### src/hw/rtl/ctr_pkg.sv
// package for the chunked transfer reassembler
// holds sizes, transaction payload types and the buffer address helper
// no dependencies
`default_nettype none

package ctr_pkg;

  localparam int BUFFER_BYTES   = 64;
  localparam int SLOT_COUNT     = 4;
  localparam int WORDS          = (BUFFER_BYTES + 3) / 4;
  localparam int RAM_DEPTH      = SLOT_COUNT * WORDS;
  localparam int SLOT_IW        = (SLOT_COUNT > 1) ? $clog2(SLOT_COUNT) : 1;
  localparam int WORD_IW        = (WORDS > 1) ? $clog2(WORDS) : 1;
  localparam int ADDR_W         = (RAM_DEPTH > 1) ? $clog2(RAM_DEPTH) : 1;
  localparam int LEN_W          = 7;
  localparam int OFS_W          = 6;

  localparam logic [7:0] BCAST_ID = 8'hFF;
  localparam logic [3:0] WR_MIN_LEN = 4'd8;
  localparam logic [3:0] CM_MIN_LEN = 4'd6;

  localparam logic [1:0] CFG_NODE_ID   = 2'd0;
  localparam logic [1:0] CFG_WRITE_ID  = 2'd1;
  localparam logic [1:0] CFG_COMMIT_ID = 2'd2;

  typedef struct packed {
    logic [28:0] frame_id;
    logic [3:0]  frame_length;
    logic        from_self;
    logic [7:0]  byte_0;
    logic [7:0]  byte_1;
    logic [7:0]  byte_2;
    logic [7:0]  byte_3;
    logic [7:0]  byte_4;
    logic [7:0]  byte_5;
    logic [7:0]  byte_6;
    logic [7:0]  byte_7;
  } in_item_t;

  typedef struct packed {
    logic [7:0]       out_namespace;
    logic [7:0]       out_key;
    logic [LEN_W-1:0] total_length;
    logic [7:0]       commit_flags;
    logic [OFS_W-1:0] byte_offset;
    logic [7:0]       data_out;
    logic             has_data;
    logic             last;
  } out_item_t;

  typedef struct packed {
    logic               write_go;
    logic               store;
    logic [WORD_IW-1:0] word;
    logic               free_go;
    logic [SLOT_IW-1:0] free_slot;
    logic [SLOT_IW-1:0] mark_slot;
    logic [WORD_IW-1:0] mark_word;
  } tbl_cmd_t;

  typedef struct packed {
    logic               hit;
    logic [SLOT_IW-1:0] hit_slot;
    logic [SLOT_IW-1:0] wr_slot;
    logic               mark;
  } tbl_rsp_t;

  function automatic logic [ADDR_W-1:0] buf_addr(input logic [SLOT_IW-1:0] slot,
                                                 input logic [WORD_IW-1:0] word);
    logic [ADDR_W-1:0] base;
    base = ADDR_W'(slot) * ADDR_W'(WORDS);
    return base + ADDR_W'(word);
  endfunction

endpackage

`default_nettype wire

### src/hw/rtl/ctr_ram.sv
// generic single write port, single read port ram with registered read data
// no dependencies
`default_nettype none

module ctr_ram #(
  parameter int WIDTH = 32,
  parameter int DEPTH = 64,
  localparam int AW = (DEPTH > 1) ? $clog2(DEPTH) : 1
) (
  input  wire logic             clk,
  input  wire logic             we,
  input  wire logic [AW-1:0]    waddr,
  input  wire logic [WIDTH-1:0] wdata,
  input  wire logic             re,
  input  wire logic [AW-1:0]    raddr,
  output logic      [WIDTH-1:0] rdata
);

  logic [WIDTH-1:0] mem [DEPTH];

  always_ff @(posedge clk) begin
    if (we) begin
      mem[waddr] <= wdata;
    end
    if (re) begin
      rdata <= mem[raddr];
    end
  end

endmodule

`default_nettype wire

### src/hw/rtl/ctr_slot_tbl.sv
// slot table: open flags, namespace/key tags and per-word written marks
// depends on ctr_pkg
`default_nettype none

module ctr_slot_tbl
  import ctr_pkg::*;
(
  input  wire logic       clk,
  input  wire logic       rst_n,
  input  wire logic [7:0] ns,
  input  wire logic [7:0] key,
  input  wire tbl_cmd_t   cmd,
  output tbl_rsp_t        rsp
);

  logic               active_r [SLOT_COUNT];
  logic [7:0]         ns_r     [SLOT_COUNT];
  logic [7:0]         key_r    [SLOT_COUNT];
  logic [WORDS-1:0]   marks_r  [SLOT_COUNT];
  logic               hit;
  logic [SLOT_IW-1:0] hit_slot;
  logic [SLOT_IW-1:0] alloc_slot;
  logic [SLOT_IW-1:0] wr_slot;
  logic [WORDS-1:0]   word_bit;

  // lowest matching slot and lowest free slot, slot 0 when all are taken
  always_comb begin
    hit        = 1'b0;
    hit_slot   = '0;
    alloc_slot = '0;
    for (int i = SLOT_COUNT - 1; i >= 0; i--) begin
      if (active_r[i] && ns_r[i] == ns && key_r[i] == key) begin
        hit      = 1'b1;
        hit_slot = SLOT_IW'(i);
      end
      if (!active_r[i]) begin
        alloc_slot = SLOT_IW'(i);
      end
    end
  end

  assign wr_slot  = hit ? hit_slot : alloc_slot;
  assign word_bit = WORDS'(1) << cmd.word;

  assign rsp.hit      = hit;
  assign rsp.hit_slot = hit_slot;
  assign rsp.wr_slot  = wr_slot;
  assign rsp.mark     = marks_r[cmd.mark_slot][cmd.mark_word];

  always_ff @(posedge clk) begin
    if (!rst_n) begin
      for (int i = 0; i < SLOT_COUNT; i++) begin
        active_r[i] <= 1'b0;
        marks_r[i]  <= '0;
      end
    end else begin
      if (cmd.write_go) begin
        active_r[wr_slot] <= 1'b1;
        if (!hit) begin
          marks_r[wr_slot] <= cmd.store ? word_bit : '0;
        end else if (cmd.store) begin
          marks_r[wr_slot] <= marks_r[wr_slot] | word_bit;
        end
      end
      if (cmd.free_go) begin
        active_r[cmd.free_slot] <= 1'b0;
      end
    end
  end

  // tags of a newly allocated slot
  always_ff @(posedge clk) begin
    if (cmd.write_go && !hit) begin
      ns_r[wr_slot]  <= ns;
      key_r[wr_slot] <= key;
    end
  end

endmodule

`default_nettype wire

### src/hw/rtl/chunked_transfer_reassembler_top.sv
// Chunked transfer reassembler. A frame that is ignored or that writes a
// chunk does not stall the input; for a write the slot table is searched
// and the chunk word is written to the buffer ram in the cycle the frame is
// accepted. A commit frame starts with the first buffer ram read, then
// gives one result per cycle as long as out_stall stays low; a zero-length
// commit gives a single result. The single buffer ram read port paces the
// stream. While a commit streams, in_stall is high; the last result sits in
// an output register, so the next frame is taken while it waits. No clearing
// pass is needed after reset: per-word written marks make unwritten bytes read zero.
// depends on ctr_pkg, ctr_ram, ctr_slot_tbl
`default_nettype none

module chunked_transfer_reassembler_top
  import ctr_pkg::*;
(
  input  wire logic        clk,
  input  wire logic        rst_n,
  input  wire logic        in_valid,
  output logic             in_stall,
  input  wire in_item_t    in_data,
  output logic             out_valid,
  input  wire logic        out_stall,
  output out_item_t        out_data,
  input  wire logic        cfg_we,
  input  wire logic [1:0]  cfg_index,
  input  wire logic [28:0] cfg_wdata
);

  localparam logic ST_IDLE   = 1'b0;
  localparam logic ST_STREAM = 1'b1;

  logic               state_r, state_nxt;
  logic [7:0]         node_id_r;
  logic [28:0]        write_id_r;
  logic [28:0]        commit_id_r;

  logic [7:0]         ns_r, key_r, flags_r;
  logic [LEN_W-1:0]   len_r;
  logic [SLOT_IW-1:0] slot_r;
  logic [LEN_W-1:0]   k_r, k_nxt;
  logic               out_valid_r;
  out_item_t          out_q_r;

  logic               accept;
  logic               frame_ok;
  logic               is_write;
  logic               is_commit;
  logic               go_write;
  logic               go_commit;
  logic [15:0]        len16;
  logic               len_ok;
  logic               store;
  logic               can_load;
  logic               load;
  logic               is_last;
  logic [7:0]         sel_byte;

  tbl_cmd_t           cmd;
  tbl_rsp_t           rsp;

  logic               ram_we;
  logic [ADDR_W-1:0]  ram_waddr;
  logic [31:0]        ram_wdata;
  logic               ram_re;
  logic [ADDR_W-1:0]  ram_raddr;
  logic [31:0]        ram_rdata;

  // configuration
  always_ff @(posedge clk) begin
    if (!rst_n) begin
      node_id_r   <= '0;
      write_id_r  <= '0;
      commit_id_r <= 29'd1;
    end else if (cfg_we) begin
      unique case (cfg_index)
        CFG_NODE_ID:   node_id_r   <= cfg_wdata[7:0];
        CFG_WRITE_ID:  write_id_r  <= cfg_wdata;
        CFG_COMMIT_ID: commit_id_r <= cfg_wdata;
        default: ;
      endcase
    end
  end

  // frame decode
  assign in_stall  = (state_r != ST_IDLE);
  assign accept    = in_valid && !in_stall;
  assign frame_ok  = !in_data.from_self &&
                     (in_data.byte_0 == node_id_r || in_data.byte_0 == BCAST_ID);
  assign is_write  = (in_data.frame_id == write_id_r) && (in_data.frame_length >= WR_MIN_LEN);
  assign is_commit = !is_write && (in_data.frame_id == commit_id_r) &&
                     (in_data.frame_length >= CM_MIN_LEN);
  assign len16     = {in_data.byte_4, in_data.byte_3};
  assign len_ok    = len16 <= 16'(BUFFER_BYTES);
  assign store     = in_data.byte_3 < 8'(WORDS);
  assign go_write  = accept && frame_ok && is_write;
  assign go_commit = accept && frame_ok && is_commit && rsp.hit && len_ok;

  // stream control
  assign can_load = !out_valid_r || !out_stall;
  assign load     = (state_r == ST_STREAM) && can_load;
  assign is_last  = (len_r == '0) || (k_r + LEN_W'(1) == len_r);
  assign k_nxt    = k_r + LEN_W'(1);
  assign sel_byte = ram_rdata[{k_r[1:0], 3'b000} +: 8];

  always_comb begin
    cmd           = '0;
    cmd.write_go  = go_write;
    cmd.store     = store;
    cmd.word      = in_data.byte_3[WORD_IW-1:0];
    cmd.free_go   = load && is_last;
    cmd.free_slot = slot_r;
    cmd.mark_slot = slot_r;
    cmd.mark_word = k_r[WORD_IW+1:2];
  end

  ctr_slot_tbl u_slot_tbl (
    .clk   (clk),
    .rst_n (rst_n),
    .ns    (in_data.byte_1),
    .key   (in_data.byte_2),
    .cmd   (cmd),
    .rsp   (rsp)
  );

  // chunk words are written whole; bytes past the buffer end are never read
  assign ram_we    = go_write && store;
  assign ram_waddr = buf_addr(rsp.wr_slot, in_data.byte_3[WORD_IW-1:0]);
  assign ram_wdata = {in_data.byte_7, in_data.byte_6, in_data.byte_5, in_data.byte_4};

  always_comb begin
    ram_re    = 1'b0;
    ram_raddr = buf_addr(slot_r, k_nxt[WORD_IW+1:2]);
    if (go_commit) begin
      ram_re    = 1'b1;
      ram_raddr = buf_addr(rsp.hit_slot, '0);
    end else if (load && !is_last) begin
      ram_re = 1'b1;
    end
  end

  ctr_ram #(
    .WIDTH (32),
    .DEPTH (RAM_DEPTH)
  ) u_buf_ram (
    .clk   (clk),
    .we    (ram_we),
    .waddr (ram_waddr),
    .wdata (ram_wdata),
    .re    (ram_re),
    .raddr (ram_raddr),
    .rdata (ram_rdata)
  );

  always_comb begin
    state_nxt = state_r;
    unique case (state_r)
      ST_IDLE:   if (go_commit) state_nxt = ST_STREAM;
      ST_STREAM: if (load && is_last) state_nxt = ST_IDLE;
      default:   state_nxt = ST_IDLE;
    endcase
  end

  always_ff @(posedge clk) begin
    if (!rst_n) begin
      state_r     <= ST_IDLE;
      out_valid_r <= 1'b0;
    end else begin
      state_r <= state_nxt;
      if (load) begin
        out_valid_r <= 1'b1;
      end else if (!out_stall) begin
        out_valid_r <= 1'b0;
      end
    end
  end

  // commit context and output register
  always_ff @(posedge clk) begin
    if (go_commit) begin
      ns_r    <= in_data.byte_1;
      key_r   <= in_data.byte_2;
      flags_r <= in_data.byte_5;
      len_r   <= len16[LEN_W-1:0];
      slot_r  <= rsp.hit_slot;
      k_r     <= '0;
    end else if (load) begin
      k_r <= k_nxt;
    end
    if (load) begin
      out_q_r.out_namespace <= ns_r;
      out_q_r.out_key       <= key_r;
      out_q_r.total_length  <= len_r;
      out_q_r.commit_flags  <= flags_r;
      out_q_r.byte_offset   <= k_r[OFS_W-1:0];
      out_q_r.data_out      <= (len_r == '0 || !rsp.mark) ? 8'd0 : sel_byte;
      out_q_r.has_data      <= (len_r != '0);
      out_q_r.last          <= is_last;
    end
  end

  assign out_valid = out_valid_r;
  assign out_data  = out_q_r;

endmodule

`default_nettype wire

### config.mk
export PLATFORM = sky130hd
export DESIGN_NAME = chunked_transfer_reassembler_top
export DESIGN_NICKNAME = d
export VERILOG_FILES = /design/src/hw/rtl/ctr_pkg.sv /design/src/hw/rtl/ctr_ram.sv /design/src/hw/rtl/ctr_slot_tbl.sv /design/src/hw/rtl/chunked_transfer_reassembler_top.sv
export SDC_FILE = /design/constraint.sdc
export NUM_CORES = 2
export LEC_CHECK = 0
export ABC_AREA = 1
export BUFFER_PORTS_ARGS = -buffer_cell sky130_fd_sc_hd__buf_2
export CAP_MARGIN = 10
export CORE_MARGIN = 2
export CORE_UTILIZATION = 30
export CTS_BUF_LIST = sky130_fd_sc_hd__clkbuf_8 sky130_fd_sc_hd__clkbuf_16
export DETAILED_ROUTE_END_ITERATION = 7
export HOLD_SLACK_MARGIN = 0.03
export PLACE_DENSITY = 0.41
export RECOVER_POWER = 25
export SYNTH_ARGS = -nofsm -noshare
export SYNTH_HDL_FRONTEND = slang
export SYNTH_SLANG_ARGS = --single-unit
### constraint.sdc
create_clock -name clk -period 5.75 [get_ports clk]
set_input_delay 0.2875 -clock clk [delete_from_list [all_inputs] [get_ports clk]]
set_output_delay 0.2875 -clock clk [all_outputs]
set_load 0.01 [all_outputs]
; Word-level counts from Yosys, hierarchy flattened
; Memories as Yosys holds them, arrays and structs flattened. A register that Yosys moved wholly into a read port is not among the register bits.
; Index checks and enable logic that the tools add are counted.
[word_totals]
regBits = 155
mem_bits_rw = 2180
inputBits = 134
out_inout_bits = 49
elab_cells = 152
mem_count = 5
[classes]
n_addsub = 3
magnitude_cmp = 5
eq_ne = 16
n_shift = 2
muxes = 55
bitwise_logic = 3
n_reduce_logical = 44
[memory_table]
columns = name, words, width, rd, rd_ports_with_merged_regs, wr, line_no
row1 = u_buf_ram.mem, 64, 32, 1, 1, 1, ctr_ram.sv:19  ; logic [WIDTH-1:0] mem [DEPTH];
row2 = u_slot_tbl.marks_r, 4, 16, 2, 1, 4, ctr_slot_tbl.sv:19  ; logic [WORDS-1:0] marks_r [SLOT_COUNT];
row3 = u_slot_tbl.key_r, 4, 8, 4, 0, 1, ctr_slot_tbl.sv:18  ; logic [7:0] key_r [SLOT_COUNT];
row4 = u_slot_tbl.ns_r, 4, 8, 4, 0, 1, ctr_slot_tbl.sv:17  ; logic [7:0] ns_r [SLOT_COUNT];
row5 = u_slot_tbl.active_r, 4, 1, 4, 0, 4, ctr_slot_tbl.sv:16  ; logic active_r [SLOT_COUNT];
[op_table]
columns = op, n
row1 = == test 8 bit, 9
row2 = == test 29 bit, 2
row3 = two-way mux 16 bit, 3
row4 = two-way mux 1 bit, 36
row5 = variable part select 32 x 6 -> 8 bit, 1
row6 = two-way mux 2 bit, 13
row7 = logical AND 1 bit, 23
row8 = "less-or-equal comparator 16 x 7 -> 1 bit, second input constant", 1
row9 = bitwise OR 16 bit, 1
row10 = OR reduction 16 bit, 1
row11 = "left shift 1 x 4 -> 16 bit, first input constant", 1
row12 = adder 6 x 4 -> 6 bit, 2
row13 = "== test 8 bit, second input constant", 1
row14 = logical NOT 1 bit, 8
row15 = "less-than comparator 8 x 5 -> 1 bit, second input constant", 1
row16 = "adder 7 x 1 -> 7 bit, second input constant", 1
row17 = == test 7 bit, 1
row18 = logical NOT 7 bit, 1
row19 = nonzero test 7 bit, 1
row20 = two-way mux 6 bit, 1
row21 = AND reduction 2 bit, 3
row22 = "less-than comparator 4 x 5 -> 1 bit, second input constant", 1
row23 = binary-select mux 1 bit (select 4 bit), 1
row24 = ">= comparator 4 x 3 -> 1 bit, second input constant", 1
row25 = 10 further kinds, 14

; Depth between registers and ports, before layout
[logic_depth]
word_depth = 14
depth_mapped = 23
depth_no_buf = 21

; By module
; From an unflattened synthesis, not the netlist that was laid out.
[unflattened]
cells_unflattened = 8536
area_unflattened_um2 = 97461.0
[by_module_without_submodules]
columns = module, n_inst, cells_per_inst, area_per_inst_um2, seq_area_each_um2
row1 = ctr_ram, 1, 6769, 83058.4, 62459.9
row2 = ctr_slot_tbl, 1, 964, 7649.8, 3923.8
row3 = chunked_transfer_reassembler_top, 1, 803, 6752.7, 3903.7

; Worst setup path after synthesis
; No wires, ideal clock.
[synth_timing]
path_kind = register to register
start = reg k_r[1]
end = reg u_buf_ram.rdata[0], read port of u_buf_ram.mem (enable)
setup_time_ps = 466
arrival_ps = 3652
t_required_ps = 5284
setup_slack_ps = 1632
path_stages_with_launch = 10
n_path_buf = 1
synth_period_minus_slack_ps = 4118
path_cell_list = dfxtp_1 -> buf_2 -> nand4_1 -> nor2_1 -> xor2_1 -> xnor2_1 -> nor2_1 -> nand3_1 -> nand2_1 -> o21ai_0
[synth_via]
elab_chain_len = 7
elab_cells_between_ends = 9
classes_between = 2 x add/sub / 1 x eq/ne / 3 x mux / 3 x reduce/logical
[synth_lines]
columns = item, line_no
row1 = "start, declared", chunked_transfer_reassembler_top.sv:40  ; logic [LEN_W-1:0] k_r, k_nxt;
row2 = "start signal, assigned", chunked_transfer_reassembler_top.sv:187  ; k_r <= k_nxt;
row3 = adder 7 x 1 -> 7 bit, chunked_transfer_reassembler_top.sv:101  ; assign is_last = (len_r == '0) || (k_r + LEN_W'(1) == len_r);
row4 = == test 7 bit, chunked_transfer_reassembler_top.sv:101
row5 = logical OR 1 bit, chunked_transfer_reassembler_top.sv:101
row6 = via is_last, chunked_transfer_reassembler_top.sv:55  ; logic is_last;
row7 = logical NOT 1 bit, chunked_transfer_reassembler_top.sv:136  ; end else if (load && !is_last) begin
row8 = logical AND 1 bit, chunked_transfer_reassembler_top.sv:136
row9 = two-way mux 1 bit, chunked_transfer_reassembler_top.sv:136
row10 = two-way mux 1 bit, chunked_transfer_reassembler_top.sv:133  ; if (go_commit) begin
row11 = via ram_re, chunked_transfer_reassembler_top.sv:64  ; logic ram_re;
row12 = "end, declared", ctr_ram.sv:16  ; output logic [WIDTH-1:0] rdata
; The timed path passes the listed nets, and every way through them passes these cells.
; A chain may end at the register's enable or synchronous reset.

; Final worst setup path
[layout_timing]
start = in in_data[31] in the netlist's numbering
end = reg u_buf_ram.rdata[2], read port of u_buf_ram.mem, data pin
[layout_via]
elab_chain_len = 3
elab_cells_between_ends = 4
classes_between = 1 x order compare / 2 x mux / 1 x reduce/logical
[layout_lines]
columns = item, line_no
row1 = "start, declared", chunked_transfer_reassembler_top.sv:20  ; input wire in_item_t in_data,
row2 = less-or-equal comparator 16 x 7 -> 1 bit (*), chunked_transfer_reassembler_top.sv:93  ; assign len_ok = len16 <= 16'(BUFFER_BYTES);
row3 = logical AND 1 bit (*), chunked_transfer_reassembler_top.sv:96  ; assign go_commit = accept && frame_ok && is_commit && rsp.hit && len_ok;
row4 = two-way mux 6 bit or two-way mux 1 bit (tied branches), chunked_transfer_reassembler_top.sv:133
; Every way passes the cells marked *; elsewhere a longest branch is shown, timed or not.

==> impl_metrics.csv <==
group,metric,value,unit
run_status,status,"complete, but fails checks",
run_status,violations,"max-capacitance violations, max-slew violations",
synth,synthCells,9315,
grt,grt_max_degree,151,
pwr,p_per_area,317.4,nW/um^2
clock_tree,root_buffer,"clkbuf_16",
placed_design,placed_cells,13800,
synth,synth-edff-count,2289,
synth,synth_compound_area_share,3.282,%
pwr,power_frac_comb,6.1,%
pwr,p_sw_share,23.68,%
critical_path,r2r_slack,1.06,ns
grt,grt.total_usage,20.09,%
sta,clock_skew,0.03585,ns
clock_tree,cts_hold_buf,82,
cells_and_area,drive_above_1_share,12.38,%
worst_hold_path,hold_class,"input pin to flip-flop",
critical_path,crit_path_start_kind,"input pin",
sta,rsz0062_at_grt,"false",
critical_path,crit_required,6.49,ns
placed_design,io_buffers,181,
sta,setup_tns,0,ns
critical_path,cp_max_fo,76,
grt,first_global_vias,69440,
cells_and_area,nets,9719,
grt,grt-ovfl-total,0,
critical_path,timing.rr.start,"u_slot_tbl.ns_r[1][2]",
synth,yosysTopAreaCell,"edfxtp_1",
routing,postRouteAntennaNets,0,
pwr,peakVddDrop,0.0002008,V
synth,netlist_area,104200,um^2
cells_and_area,fillers,34370,
floorplanning,fp.dieH,593.5,um
routing,wl,363.3,mm
pwr,p_sw,9058,uW
floorplanning,core_area,345900,um^2
critical_path,crit_type,"input pin to flip-flop",
critical_path,cp-end-kind,"flip-flop",
synth,ys_types,51,
pwr,seqPwrFrac,49.7,%
clock_tree,htree_levels,5,
critical_path,r2r-end,"u_buf_ram.rdata[7]",
routing,wl_per_cell,25.26,um
clock_tree,clock_latency,0.91,ns
synth,yosys.area.top_type_share,65.94,%
synth,avgSynthCellArea,11.19,um^2
clock_tree,numCtsBuffers,280,
synth,ys_top_cells_by_area,"edfxtp_1 66%, nand3_1 9.3%, nand2_1 4.2%, inv_1 3.5%, nand3b_1 3.4%",
grt,antenna_found_initial,24,
synth,ys.flop_type,"edfxtp_1",
critical_path,cp-startpoint,"in_data[31]",
synth,synth-simple-area-share,22.05,%
routing,first_pass_iters,6,
sta,setup_viol,0,
pwr,internal_power,29190,uW
routing,met3_length,18.65,mm
routing,wl_met2,169.4,mm
synth,synth_top_family_by_area,"simple AND/OR/NAND/NOR gates",
floorplanning,die_width,593.5,um
clock_tree,cts_buffer_depth,4,
synth,synth_fa_ha_area_share,0.01200,%
routing,highest_layer,"met4",
sta,min_period_over_period,90.00,%
sta,finalHoldViolCount,0,
worst_hold_path,min_delay_path_depth,6,
synth,ys_async_sr_fraction,0,%
cells_and_area,syn_to_final_growth,15.61,%
sta,maxSlewHeadroom,-192.0,%
synth,synth_mux_area_share,0,%
floorplanning,initial_core_util,30.13,%
grt,grt_pass1_wl,517.4,mm
placed_design,dp_hpwl,201.3,mm
synth,yosys_warnings,0,
sta,slew_violations,1455,
placed_design,globalplace.congestion,0.8471,
placed_design,pre_cts_ws,0.8661,ns
pwr,leakagePower,0.04489,uW
clock_tree,ctsResizeCount,0,
synth,ys_ff_latch,2369,
critical_path,r2r_cells,16,
routing,wl_met1,164.6,mm
cells_and_area,layout.cells.non_filler,14380,
routing,vias_per_cell,4.957,
routing,drc,0,
sta,fmax,0.1932,GHz
critical_path,cp.arrival,5.92,ns
pwr,clockPowerShare,44.2,%
critical_path,cp-endpoint,"u_buf_ram.rdata[2]",
floorplanning,die-area,352200,um^2
clock_tree,numClockSinks,2369,
clock_tree,clkTransAtPathRegs,0.06,ns
routing,num_vias,71300,
synth,synth_xor_area_share,0.3109,%
sta,tightest_slew,4.380,ns
synth,synth_fp_nets,9450,
job,drv_cap,23,
sta,period_minus_slack,5.175,ns
sta,setup_ws,0.5748,ns
floorplanning,rows,216,
routing,drt_iter0_drc,6779,
floorplanning,io_pins,183,
clock_tree,cts_tree,"built",
clock_tree,cts_setup_buffers,0,
synth,yosysSeqAreaShare,67.48,%
[cell usage after synthesis (3+ instances only)]
| library cell | count |
|---|---|
| a21boi_0 | 3 |
| nand4_1 | 19 |
| a21oi_1 | 75 |
| clkbuf_1 | 200 |
| nand2_4 | 4 |
| buf_6 | 87 |
| nand2_2 | 4 |
| xnor2_1 | 21 |
| nor3_1 | 13 |
| o211ai_1 | 3 |
| nor4_1 | 5 |
| inv_1 | 974 |
| nor2_4 | 5 |
| o22ai_1 | 4 |
| a32o_1 | 8 |
| o21ai_0 | 236 |
| dfxtp_1 | 80 |
| nand3b_1 | 478 |
| nor2_1 | 813 |
| nand3_1 | 1943 |
| a22oi_1 | 19 |
| nor2_2 | 7 |
| edfxtp_1 | 2289 |
| o221ai_1 | 10 |
| clkinv_1 | 7 |
| nand2_1 | 1161 |
| buf_2 | 188 |
| clkbuf_2 | 8 |
| inv_2 | 29 |
| o2111ai_1 | 111 |
| or2_2 | 285 |
| buf_4 | 74 |
| buf_1 | 28 |
| o21ai_1 | 87 |
| xor2_1 | 16 |
[cells by family after synthesis]
family                     count (synthesis)
AOI/OAI and AO/OA                        565
xor gates and xnor gates                  37
adders and majority gates                  1
buffers and inverters                   1595
DFF                                     2369
and+or+nand+nor                         4748
[critical path: stages]
cell,delay (ns)
clkbuf_1,0.73
clkbuf_1,1.55
nor2_1,0.13
nand2_1,0.16
nor2_1,0.05
nand2_1,0.08
nor2_1,0.05
nand3_1,0.17
nor2_1,0.08
nand2_1,0.19
nor2_4,0.05
buf_4,0.18
nor2_4,0.30
buf_12,0.54
nand3_1,0.29
nand3_1,0.33
nand3_1,0.42
nand2_1,0.18
[cells in the final DEF (no fill, tap or decap), types with 12 or more instances in the layout]
cell and n:
dfxtp_1 80, buf_2 151, xnor2_1 21, inv_6 12, clkinv_2 42, inv_2 27
a21oi_1 75, o2111ai_1 111, xor2_1 16, nor3_1 12, o21ai_1 91, clkinv_1 76
nand4_1 19, edfxtp_1 2289, nor2_4 70, nor2_1 749, nand2_1 1160, inv_1 1031
buf_4 220, o21ai_0 231, buf_12 68, a22oi_1 19, or2_2 285, clkbuf_1 51
clkbuf_16 291, dlygate4sd3_1 82, nand3_1 1943, nand3b_1 478
[cell type report]
type,count,area (um^2),area share (%)
Multi-Input combinational cell,5351,27290,22.64
Tap cell,4578,5728,4.753
Sequential cell,2369,70340,58.37
Clock buffer,291,7282,6.043
Clock inverter,203,1245,1.033
Timing Repair Buffer,572,4781,3.967
Antenna cell,10,25.02,0.02077
Inverter,1010,3822,3.172
[power by group through the flow]
stage | clock network (uW) | registers, uW | logic (uW)
after floorplan | 0 | 19300 | 1120
after global placement | 0 | 19300 | 2300
after detailed placement | 0 | 19300 | 2320
after CTS | 17300 | 19000 | 2370
after global routing | 17900 | 19000 | 2520
final | 16900 | 19000 | 2320
[state kept, by name, indices dropped and copies added (netlist names), named ones only]
signal and count:
slot_r 2, ns_r 8, u_buf_ram.mem 2048, node_id_r 8, commit_id_r 29, in_stall 1, u_slot_tbl.ns_r 32, flags_r 8
out_data 47, k_r 7, out_valid 1, u_buf_ram.rdata 32, write_id_r 29, len_r 7, key_r 8, u_slot_tbl.marks_r 64
u_slot_tbl.active_r 4, u_slot_tbl.key_r 32
[layer usage]
metal  global-route usage, %  vias up
met4                   5.955        0
li1                        -    32990
met2                   32.71     1950
met3                   2.275      482
met1                   28.11    35880
met5                       0        -
[how the worst min path moves through the flow]
| stage | start | to | slack [ns] |
|---|---|---|---|
| finish | in_data[39] | u_slot_tbl.marks_r[3][5] | 0.11 |
| global route | in_data[39] | u_slot_tbl.marks_r[3][3] | 0.14 |
| CTS | in_data[39] | u_slot_tbl.marks_r[3][3] | 0.05 |
| detailed placement | flags_r[2] | out_data[18] | 0.40 |
| global placement | ns_r[6] | out_data[45] | 0.40 |
| floorplan | in_data[16] | flags_r[0] | 0.39 |
[per-stage QoR]
| stage | cell area [um^2] | util, % | hold slack (ns) | total power [uW] |
|---|---|---|---|---|
| after floorplan | 104200 | - | 0.3864 | 20460 |
| after global placement | 111300 | 32.16 | 0.4017 | 21650 |
| after detailed placement | 111300 | 32.16 | 0.4045 | 21670 |
| after CTS | 120600 | 34.87 | 0.04922 | 38680 |
| after global routing | 120500 | 34.83 | 0.1365 | 39480 |
| final | 120500 | 34.84 | 0.1146 | 38250 |
Note: power is estimated with default switching activity, not from simulation.
